<file path="src/rtl/slhm_pkg.sv">
package slhm_pkg;

  localparam int COLOR_STOPS = 19;
  localparam int FRAC_BITS   = 16;

  localparam int SEGS       = COLOR_STOPS - 1;
  localparam int ONE        = 1 << FRAC_BITS;
  localparam int PROD_SHIFT = 40 - FRAC_BITS;

  // Capped normalized value, the value times the segment count, and the blend sum.
  localparam int V_W   = FRAC_BITS + 2;
  localparam int VS_W  = $clog2(2 * ONE * SEGS + 1);
  localparam int SEG_W = $clog2(COLOR_STOPS);
  localparam int ACC_W = VS_W + 11;
  localparam int CH_W  = 8;

  localparam int PADDR_W = 3;

  typedef enum logic {
    REG_RANGE_MIN   = 1'b0,
    REG_RANGE_SCALE = 1'b1
  } reg_idx_t;

  typedef logic [3*CH_W-1:0] rgb_t;

  // Color stops from black to white, packed as {red, green, blue}.
  function automatic rgb_t stop_color(input logic [SEG_W-1:0] idx);
    rgb_t c;
    case (idx)
      5'd0:    c = {8'd0,   8'd0,   8'd0};
      5'd1:    c = {8'd1,   8'd2,   8'd19};
      5'd2:    c = {8'd1,   8'd3,   8'd37};
      5'd3:    c = {8'd1,   8'd3,   8'd53};
      5'd4:    c = {8'd19,  8'd2,   8'd70};
      5'd5:    c = {8'd45,  8'd2,   8'd89};
      5'd6:    c = {8'd80,  8'd2,   8'd110};
      5'd7:    c = {8'd122, 8'd3,   8'd126};
      5'd8:    c = {8'd157, 8'd3,   8'd122};
      5'd9:    c = {8'd183, 8'd3,   8'd101};
      5'd10:   c = {8'd214, 8'd3,   8'd64};
      5'd11:   c = {8'd237, 8'd28,  8'd41};
      5'd12:   c = {8'd252, 8'd75,  8'd32};
      5'd13:   c = {8'd252, 8'd144, 8'd66};
      5'd14:   c = {8'd253, 8'd200, 8'd102};
      5'd15:   c = {8'd253, 8'd245, 8'd143};
      5'd16:   c = {8'd242, 8'd251, 8'd185};
      5'd17:   c = {8'd240, 8'd254, 8'd216};
      5'd18:   c = {8'd255, 8'd255, 8'd255};
      default: c = '0;
    endcase
    return c;
  endfunction

endpackage

</file>
<file path="src/rtl/spectrum_level_to_heatmap_rgb.sv">
// Heat-map pixel color for one spectrum bin level. The level is offset by
// range_min and scaled by range_scale, and the result picks a segment of a
// fixed black-to-white color table and is blended linearly between its two
// stops. Levels below range_min give black and values well above the range
// give white. The block takes one request per clock unless in_stall is high,
// through a five-stage pipeline whose stages are the offset subtract, the
// 32 by 32 scale multiply, segment selection, the per-channel blend
// multiply and the final clamp. A stalled output holds only the stages
// behind it that are full; bubbles close up.
module spectrum_level_to_heatmap_rgb (
  input  logic                              clk,
  input  logic                              rst_n,

  input  logic                              in_valid,
  output logic                              in_stall,
  input  logic signed [31:0]                in_level,

  output logic                              out_valid,
  input  logic                              out_stall,
  output logic [slhm_pkg::CH_W-1:0]         out_red,
  output logic [slhm_pkg::CH_W-1:0]         out_green,
  output logic [slhm_pkg::CH_W-1:0]         out_blue,

  input  logic                              psel,
  input  logic                              penable,
  input  logic                              pwrite,
  input  logic [slhm_pkg::PADDR_W-1:0]      paddr,
  input  logic [31:0]                       pwdata,
  output logic [31:0]                       prdata,
  output logic                              pready
);

  localparam int VR_W  = 64 - slhm_pkg::PROD_SHIFT;
  localparam int Q_W   = slhm_pkg::VS_W - slhm_pkg::FRAC_BITS;
  localparam int CH_W  = slhm_pkg::CH_W;
  localparam int ACC_W = slhm_pkg::ACC_W;

  // Configuration registers.
  logic signed [31:0] range_min_r;
  logic [31:0]        range_scale_r;
  logic               cfg_wr;
  slhm_pkg::reg_idx_t cfg_idx;

  assign pready  = 1'b1;
  assign cfg_wr  = psel && penable && pwrite;
  assign cfg_idx = slhm_pkg::reg_idx_t'(paddr[2]);

  always_ff @(posedge clk) begin
    if (!rst_n) begin
      range_min_r   <= '0;
      range_scale_r <= 32'd16777216;
    end else if (cfg_wr) begin
      case (cfg_idx)
        slhm_pkg::REG_RANGE_MIN:   range_min_r   <= pwdata;
        slhm_pkg::REG_RANGE_SCALE: range_scale_r <= pwdata;
        default: ;
      endcase
    end
  end

  always_comb begin
    case (cfg_idx)
      slhm_pkg::REG_RANGE_MIN:   prdata = range_min_r;
      slhm_pkg::REG_RANGE_SCALE: prdata = range_scale_r;
      default:                   prdata = '0;
    endcase
  end

  // Stage valids and per-stage advance.
  logic v1_r, v2_r, v3_r, v4_r, v5_r;
  logic en1, en2, en3, en4, en5;

  assign en5 = !v5_r || !out_stall;
  assign en4 = !v4_r || en5;
  assign en3 = !v3_r || en4;
  assign en2 = !v2_r || en3;
  assign en1 = !v1_r || en2;
  assign in_stall = !en1;

  always_ff @(posedge clk) begin
    if (!rst_n) begin
      v1_r <= 1'b0;
      v2_r <= 1'b0;
      v3_r <= 1'b0;
      v4_r <= 1'b0;
      v5_r <= 1'b0;
    end else begin
      if (en1) v1_r <= in_valid;
      if (en2) v2_r <= v1_r;
      if (en3) v3_r <= v2_r;
      if (en4) v4_r <= v3_r;
      if (en5) v5_r <= v4_r;
    end
  end

  // Stage 1: offset. A negative difference is forced to zero, which maps to black.
  logic signed [32:0] diff;
  logic [31:0]        diff_r;
  logic [31:0]        diff_nxt;

  assign diff     = {in_level[31], in_level} - {range_min_r[31], range_min_r};
  assign diff_nxt = diff[32] ? '0 : diff[31:0];

  always_ff @(posedge clk) begin
    if (en1) diff_r <= diff_nxt;
  end

  // Stage 2: scale multiply.
  logic [63:0]     prod;
  logic [VR_W-1:0] vraw_r;

  assign prod = {32'd0, diff_r} * {32'd0, range_scale_r};

  always_ff @(posedge clk) begin
    if (en2) vraw_r <= prod[63:slhm_pkg::PROD_SHIFT];
  end

  // Stage 3: cap at 2.0, then pick the segment whose upper edge first covers the value.
  logic [slhm_pkg::V_W-1:0]   v;
  logic [slhm_pkg::VS_W-1:0]  vs;
  logic [Q_W-1:0]             q;
  logic [Q_W-1:0]             qc;
  logic [slhm_pkg::SEG_W-1:0] seg_nxt, seg_r;
  logic [slhm_pkg::SEG_W-1:0] seg_m1;
  logic [slhm_pkg::VS_W-1:0]  num_nxt, num_r;

  always_comb begin
    if (vraw_r > VR_W'(2 * slhm_pkg::ONE)) begin
      v = slhm_pkg::V_W'(2 * slhm_pkg::ONE);
    end else begin
      v = vraw_r[slhm_pkg::V_W-1:0];
    end
    vs = slhm_pkg::VS_W'(v) * slhm_pkg::VS_W'(slhm_pkg::SEGS);
    q  = vs[slhm_pkg::VS_W-1:slhm_pkg::FRAC_BITS];
    qc = q + Q_W'(|vs[slhm_pkg::FRAC_BITS-1:0]);
    if (qc == '0) begin
      seg_nxt = slhm_pkg::SEG_W'(1);
    end else if (qc > Q_W'(slhm_pkg::SEGS)) begin
      seg_nxt = slhm_pkg::SEG_W'(slhm_pkg::SEGS);
    end else begin
      seg_nxt = qc[slhm_pkg::SEG_W-1:0];
    end
    seg_m1  = seg_nxt - slhm_pkg::SEG_W'(1);
    num_nxt = vs - (slhm_pkg::VS_W'(seg_m1) << slhm_pkg::FRAC_BITS);
  end

  always_ff @(posedge clk) begin
    if (en3) begin
      seg_r <= seg_nxt;
      num_r <= num_nxt;
    end
  end

  // Stage 4: blend between the two stops of the segment.
  slhm_pkg::rgb_t           lo_rgb, hi_rgb;
  logic signed [ACC_W-1:0]  acc_nxt [3];
  logic signed [ACC_W-1:0]  acc_r   [3];
  logic signed [CH_W:0]     delta;
  logic signed [ACC_W-1:0]  base;

  always_comb begin
    lo_rgb = slhm_pkg::stop_color(seg_r - slhm_pkg::SEG_W'(1));
    hi_rgb = slhm_pkg::stop_color(seg_r);
    delta  = '0;
    base   = '0;
    for (int ch = 0; ch < 3; ch++) begin
      delta = $signed({1'b0, hi_rgb[ch*CH_W +: CH_W]})
            - $signed({1'b0, lo_rgb[ch*CH_W +: CH_W]});
      base  = $signed(ACC_W'(lo_rgb[ch*CH_W +: CH_W])) <<< slhm_pkg::FRAC_BITS;
      acc_nxt[ch] = base + $signed({{(ACC_W-slhm_pkg::VS_W){1'b0}}, num_r})
                         * ACC_W'(delta);
    end
  end

  always_ff @(posedge clk) begin
    if (en4) begin
      for (int ch = 0; ch < 3; ch++) begin
        acc_r[ch] <= acc_nxt[ch];
      end
    end
  end

  // Stage 5: truncate and clamp to 0..255.
  logic [CH_W-1:0] chan_nxt [3];
  logic [CH_W-1:0] chan_r   [3];
  logic [ACC_W-slhm_pkg::FRAC_BITS-1:0] whole;

  always_comb begin
    whole = '0;
    for (int ch = 0; ch < 3; ch++) begin
      whole = acc_r[ch][ACC_W-1:slhm_pkg::FRAC_BITS];
      if (acc_r[ch][ACC_W-1] || acc_r[ch] == '0) begin
        chan_nxt[ch] = '0;
      end else if (|whole[ACC_W-slhm_pkg::FRAC_BITS-1:CH_W]) begin
        chan_nxt[ch] = '1;
      end else begin
        chan_nxt[ch] = whole[CH_W-1:0];
      end
    end
  end

  always_ff @(posedge clk) begin
    if (en5) begin
      for (int ch = 0; ch < 3; ch++) begin
        chan_r[ch] <= chan_nxt[ch];
      end
    end
  end

  assign out_valid = v5_r;
  assign out_red   = chan_r[2];
  assign out_green = chan_r[1];
  assign out_blue  = chan_r[0];

  a_seg_range: assert property (@(posedge clk) disable iff (!rst_n)
    v3_r |-> (seg_r != '0 && seg_r <= slhm_pkg::SEG_W'(slhm_pkg::SEGS)))
    else $error("segment index out of range");

  a_num_inner: assert property (@(posedge clk) disable iff (!rst_n)
    (v3_r && seg_r != slhm_pkg::SEG_W'(slhm_pkg::SEGS))
      |-> num_r <= slhm_pkg::VS_W'(slhm_pkg::ONE))
    else $error("blend fraction exceeds one inside the table");

  a_hold_s1: assert property (@(posedge clk) disable iff (!rst_n)
    (v1_r && !en2) |=> (v1_r && $stable(diff_r)))
    else $error("stalled first stage lost or changed its request");

  a_stall_full: assert property (@(posedge clk) disable iff (!rst_n)
    in_stall |-> (v1_r && v2_r && v3_r && v4_r && v5_r && out_stall))
    else $error("input stalled while the pipeline has a bubble");

endmodule

</file>
<file path="config.mk">
export PLATFORM = sky130hd
export DESIGN_NAME = spectrum_level_to_heatmap_rgb
export DESIGN_NICKNAME = d
export VERILOG_FILES = /design/src/rtl/slhm_pkg.sv /design/src/rtl/spectrum_level_to_heatmap_rgb.sv
export SDC_FILE = /design/constraint.sdc
export NUM_CORES = 2
export LEC_CHECK = 0
export ABC_AREA = 1
export BUFFER_PORTS_ARGS = -buffer_cell sky130_fd_sc_hd__buf_2
export CAP_MARGIN = 20
export CORE_UTILIZATION = 26
export CTS_CLUSTER_SIZE = 8
export DETAILED_ROUTE_END_ITERATION = 10
export MAX_ROUTING_LAYER = met4
export PLACE_DENSITY_LB_ADDON = 0.05
export SLEW_MARGIN = 20
export SYNTH_ARGS = -nofsm -noshare
export SYNTH_HDL_FRONTEND = slang
export SYNTH_SLANG_ARGS = --single-unit
export TNS_END_PERCENT = 1
</file>
<file path="constraint.sdc">
create_clock -name clk -period 30.5 [get_ports clk]
set_input_delay 9.15 -clock clk [delete_from_list [all_inputs] [get_ports clk]]
set_output_delay 9.15 -clock clk [all_outputs]
set_load 0.05 [all_outputs]
</file>
Word-level counts from Yosys, hierarchy flattened

Memory sizes are Yosys's and may differ from the RTL's. A register that Yosys moved wholly into a read port is not among the register bits.
Cells that the tools add are included.

Reduce and logical (&&, ||, !) cells: 27
Add/sub/neg operators: 11
$mul: 5
Order comparisons: 2
Mux-type cells: 15
Bitwise logic cells: 1

Operators with widths:

| operator                                             | number |
|---|---|
| adder 25 x 32 -> 33 bit                              | 3 |
| logical NOT 33 bit                                   | 3 |
| multiplier 23 x 9 -> 32 bit                          | 3 |
| multiplier 32 x 32 -> 64 bit                         | 1 |
| one-hot mux 32 bit (2 select lines)                  | 1 |
| 2-to-1 mux 8 bit                                     | 6 |
| > comparator 40 x 18 -> 1 bit, second input constant | 1 |
| subtractor 32 x 32 -> 33 bit                         | 1 |
| OR reduction 9 bit                                   | 3 |
| subtractor 8 x 8 -> 9 bit                            | 3 |
| subtractor 22 x 21 -> 22 bit                         | 1 |
| multiplier 18 x 4 -> 21 bit, second input constant   | 1 |
| 2-to-1 mux 18 bit                                    | 1 |
| 2-to-1 mux 5 bit                                     | 3 |
| OR reduction 15 bit                                  | 1 |
| subtractor 5 x 1 -> 5 bit, second input constant     | 2 |
| logical OR 1 bit                                     | 8 |
| logical NOT 1 bit                                    | 7 |
| adder 6 x 1 -> 6 bit                                 | 1 |
| > comparator 6 x 5 -> 1 bit, second input constant   | 1 |
| logical NOT 6 bit                                    | 1 |
| 2-to-1 mux 1 bit                                     | 4 |
| AND reduction 2 bit                                  | 2 |
| logical AND 1 bit                                    | 2 |
| NOT 1 bit                                            | 1 |

Bits in writable memories: 123
Flip-flop bits (word level): 168
Output and inout port bits: 59
Memories kept: 4
Input port bits: 74
Memory bits (read-only): 1536

Memories:

| name             | words | bits a word | read ports | clocked after memory_dff | write ports | line                                 | RTL |
|---|---|---|---|---|---|---|---|
| (name not given) | 32    | 24          | 1          | 0                        | 0           | slhm_pkg.sv:29                       | `case (idx)` |
| (name not given) | 32    | 24          | 1          | 1                        | 0           | slhm_pkg.sv:29                       |  |
| acc_r            | 3     | 33          | 3          | 0                        | 3           | spectrum_level_to_heatmap_rgb.sv:157 | `logic signed [ACC_W-1:0] acc_r [3];` |
| chan_r           | 3     | 8           | 3          | 0                        | 3           | spectrum_level_to_heatmap_rgb.sv:185 | `logic [CH_W-1:0] chan_r [3];` |

Longest topological paths before layout

Depth after elaboration: 10
Depth in mapped cells: 49
Gate-level depth less buffers: 48

Worst setup path after synthesis

No wires, ideal clock.

Path kind: in2out
Start: input port out_stall
End: output port in_stall
Data required time: 21.350 ns
Arrival time: 14.113 ns
Slack: 7.237 ns
Stages: 8
Cells stage by stage: nand2_1 -> nor2_1 -> inv_1 -> nor2_1 -> clkinv_1 -> nor2_1 -> inv_1 -> nor2_1

Cells in the longest elaborated chain, start to end: 7

RTL lines:

| item               | line                                | RTL |
|---|---|---|
| start: declaration | spectrum_level_to_heatmap_rgb.sv:19 | `input logic out_stall,` |
| logical NOT 1 bit  | spectrum_level_to_heatmap_rgb.sv:73 | `assign en5 = !v5_r \|\| !out_stall;` |
| logical OR 1 bit   | spectrum_level_to_heatmap_rgb.sv:73 |  |
| logical OR 1 bit   | spectrum_level_to_heatmap_rgb.sv:74 | `assign en4 = !v4_r \|\| en5;` |
| net en4            | spectrum_level_to_heatmap_rgb.sv:71 | `logic en1, en2, en3, en4, en5;` |
| logical OR 1 bit   | spectrum_level_to_heatmap_rgb.sv:75 | `assign en3 = !v3_r \|\| en4;` |
| logical OR 1 bit   | spectrum_level_to_heatmap_rgb.sv:76 | `assign en2 = !v2_r \|\| en3;` |
| net en2            | spectrum_level_to_heatmap_rgb.sv:71 |  |
| logical OR 1 bit   | spectrum_level_to_heatmap_rgb.sv:77 | `assign en1 = !v1_r \|\| en2;` |
| logical NOT 1 bit  | spectrum_level_to_heatmap_rgb.sv:78 | `assign in_stall = !en1;` |
| end: declaration   | spectrum_level_to_heatmap_rgb.sv:15 | `output logic in_stall,` |

The timed path passes the listed nets, and every way through them passes these cells.

Worst setup path after layout

Start: input port out_stall
End: output port in_stall

Cells in the longest elaborated chain, start to end: 7

RTL lines:

| item              | line |
|---|---|
| logical NOT 1 bit | spectrum_level_to_heatmap_rgb.sv:73 |
| logical OR 1 bit  | spectrum_level_to_heatmap_rgb.sv:73 |
| net en5           | spectrum_level_to_heatmap_rgb.sv:71 |
| logical OR 1 bit  | spectrum_level_to_heatmap_rgb.sv:74 |
| net en4           | spectrum_level_to_heatmap_rgb.sv:71 |
| logical OR 1 bit  | spectrum_level_to_heatmap_rgb.sv:75 |
| logical OR 1 bit  | spectrum_level_to_heatmap_rgb.sv:76 |
| net en2           | spectrum_level_to_heatmap_rgb.sv:71 |
| logical OR 1 bit  | spectrum_level_to_heatmap_rgb.sv:77 |
| logical NOT 1 bit | spectrum_level_to_heatmap_rgb.sv:78 |

The timed path passes the listed nets, and every way through them passes these cells.

==> impl_metrics.env <==
export IMPL_dr_first_iter_drc_count=2442
export IMPL_cp_arrival_ns=11.92
export IMPL_ant_nets=0
export IMPL_setup_viol=0
export IMPL_design_core_area_um2=257000
export IMPL_finalHoldViolCount=0
export IMPL_seq_area_um2=8390
export IMPL_rsz0062_at_grt="no"
export IMPL_outcome="finished clean"
export IMPL_postRouteWirelength_um=233000
export IMPL_p_leak_nw=37.6
export IMPL_die_w_um=511
export IMPL_hpwl_um=179000
export IMPL_synth_edf_count=218
export IMPL_worst_slew_pin_slew_ns=1.07
export IMPL_synth_area_per_cell_um2=8.22
export IMPL_maxCapViolations=0
export IMPL_post_route_period_util_pct=69.1
export IMPL_pin_count=133
export IMPL_critPathKind="input pin to output port"
export IMPL_grt_pass1_vias=56773
export IMPL_cts_made_buffers=50
export IMPL_ctsResizeCount=0
export IMPL_die_height_um=511
export IMPL_fin_tns_setup_ns=0
export IMPL_async_flop_share_pct=0
export IMPL_routedWlPerCell_um=20.1
export IMPL_hold_buffers=0
export IMPL_r2r_end="acc_r[0][98]"
export IMPL_min_from="v2_r"
export IMPL_grt_max_degree=67
export IMPL_first_pass_iters=5
export IMPL_cts_setup_buffers=0
export IMPL_nFillCells=27965
export IMPL_place_congestion=0.846
export IMPL_r2r_start="seg_r[0]"
export IMPL_antenna_found_initial=4
export IMPL_syn_num_nets=10168
export IMPL_p_total_w=0.00423
export IMPL_reg2reg_setup_slack_ns=19.05
export IMPL_clockRootBuffer="clkbuf_16"
export IMPL_clk_pin_slew_worst_paths_ns=0.06
export IMPL_tritoncts="built"
export IMPL_io_buffers=129
export IMPL_placed_cells=11476
export IMPL_clk_latency_ns=0.72
export IMPL_ys_seq_elements=310
export IMPL_ys_types=64
export IMPL_ys_seq_area_share_pct=12.5
export IMPL_synth_flop_cell="edfxtp_1"
export IMPL_clock_sinks=310
export IMPL_grt_ovfl_total=0
export IMPL_yosys_warnings=0
export IMPL_cp_max_fo=42
export IMPL_fin_nets=10127
export IMPL_fin_skew_ns=0.0627
export IMPL_synth_cells=8185
export IMPL_hp_class="register to register"
export IMPL_crit_required_ns=21.35
export IMPL_syn_area_um2=67300
export IMPL_dp_slack_ns=9.25
export IMPL_h_tree_depth=2
export IMPL_holdPathStages=2
export IMPL_critPathLaunchType="input pin"
export IMPL_relSlewSlack_pct=28.4
export IMPL_syn_to_final_growth_pct=8.98
export IMPL_setup_slack_ns=9.43
export IMPL_ir_worst_vdd_mv=0.104
export IMPL_slew_viol_final=0
export IMPL_drc=0
export IMPL_stdcell_count=11565
export IMPL_multi_input_area_um2=49500
export IMPL_hold_path_end="v3_r"
export IMPL_die_area_um2=261000
export IMPL_vias=51494
export IMPL_avgViaCountPerCell=4.45
export IMPL_endpoint_kind="output port"
export IMPL_grt_usage_pct=18.7
export IMPL_clock_fmax_mhz=47.5
export IMPL_grt_pass1_wl_um=359000
export IMPL_cts_buffer_depth=3
export IMPL_worstRegToRegCells=43
export IMPL_power_density_nw_per_um2=57.7
export IMPL_drive_above_1_share_pct=4.95
export IMPL_rows=186
export IMPL_timing_hold_ws_ns=0.459
export IMPL_start_util_pct=26.2
export IMPL_fin_crit_ns=21.07
worst max-delay path, stage by stage:
cell,delay (ns)
buf_2,0.10
nand2_2,0.04
buf_4,0.47
nor2_1,0.15
inv_4,0.44
nor2_1,0.25
clkinv_1,0.10
nor2_1,0.05
inv_2,0.04
buf_4,0.48
nor2_1,0.12
buf_4,0.20
buf_2,0.21
final cells by class:
cell class	count	share of cell area [%]
Antenna cell	2	0.00683
Clock buffer	74	1.89
Sequential cell	310	11.4
Inverter	2141	11.0
Multi-Input combinational cell	5388	67.6
Clock inverter	13	0.198
Tap cell	3384	5.78
Timing Repair Buffer	253	2.15
routing by layer:
metal  share of wire [%]  global-route usage (%)
met1                  46                    24.1
met2                  49                    32.1
met3                 3.2                    1.60
met4                 2.0                    3.56
met5                   0                       -
flip-flops by register name (all words and copies together), names as in the netlist:
register	count
acc_r	96
vraw_r	40
diff_r	32
range_min_r	32
range_scale_r	32
chan_r	24
hi_rgb	23
num_r	21
seg_r	5
out_valid	1
v1_r	1
v2_r	1
v3_r	1
v4_r	1
power by group:
group          internal (W)  leakage, nW  switching, W
registers          0.000653         3.19     0.0000346
clock network      0.000314        0.740      0.000239
logic               0.00105         33.7       0.00194
cell usage after synthesis (all sizes together) (13+ instances only):
library cell / instances / area share [%]
a21oi: 319 / 2.4
a31oi: 44 / 0.41
clkbuf: 337 / 1.9
clkinv: 13 / 0.073
dfxtp: 92 / 2.7
edfxtp: 218 / 9.7
fa: 1330 / 40
ha: 579 / 11
inv: 2128 / 12
nand2: 1893 / 11
nand3: 91 / 0.71
nand4: 30 / 0.28
nor2: 520 / 3.0
nor3: 34 / 0.26
nor4: 24 / 0.22
o21a: 18 / 0.20
o21ai: 235 / 1.8
or2: 23 / 0.21
xnor2: 55 / 0.73
xor2: 110 / 1.4
layout by cell type (no fill, tap or decap), drive strengths merged, types with 24 or more instances in the layout:
cell type	n
a21oi	319
a31oi	44
buf	253
clkbuf	74
clkinv	25
dfxtp	92
edfxtp	218
fa	1330
ha	579
inv	2129
nand2	1893
nand3	91
nand4	30
nor2	520
nor3	34
nor4	24
o21ai	235
xnor2	55
xor2	110
kinds of logic (layout without fill, tap and decap cells):
family,after synthesis,count (layout),synth area share [%]
simple gates,2624,2624,15.4
buf+inv,2487,2481,13.9
fa+ha+maj,1909,1909,50.3
compound gates,689,689,5.68
flops,310,310,12.5
xor+xnor,165,165,2.17
other cells,1,3,0.00557
how the worst max path moves through the flow:
stage | start | endpoint | slack (ns) | depth (start not counted)
finish | out_stall | in_stall | 9.43 | 13
floorplan | out_stall | in_stall | 7.24 | 8
CTS | out_stall | in_stall | 9.24 | 13
detailed placement | out_stall | in_stall | 9.25 | 13
global placement | out_stall | in_stall | 9.26 | 13
global route | out_stall | in_stall | 9.10 | 13
metrics by stage:
step	area [um2]	utilization, %
2_1_floorplan	67300	-
3_3_place_gp	71800	27.9
3_5_place_dp	71800	27.9
4_1_cts	73300	28.5
5_1_grt	73300	28.5
6_report	73300	28.5
No activity file was read; power rests on OpenSTA's default activity.
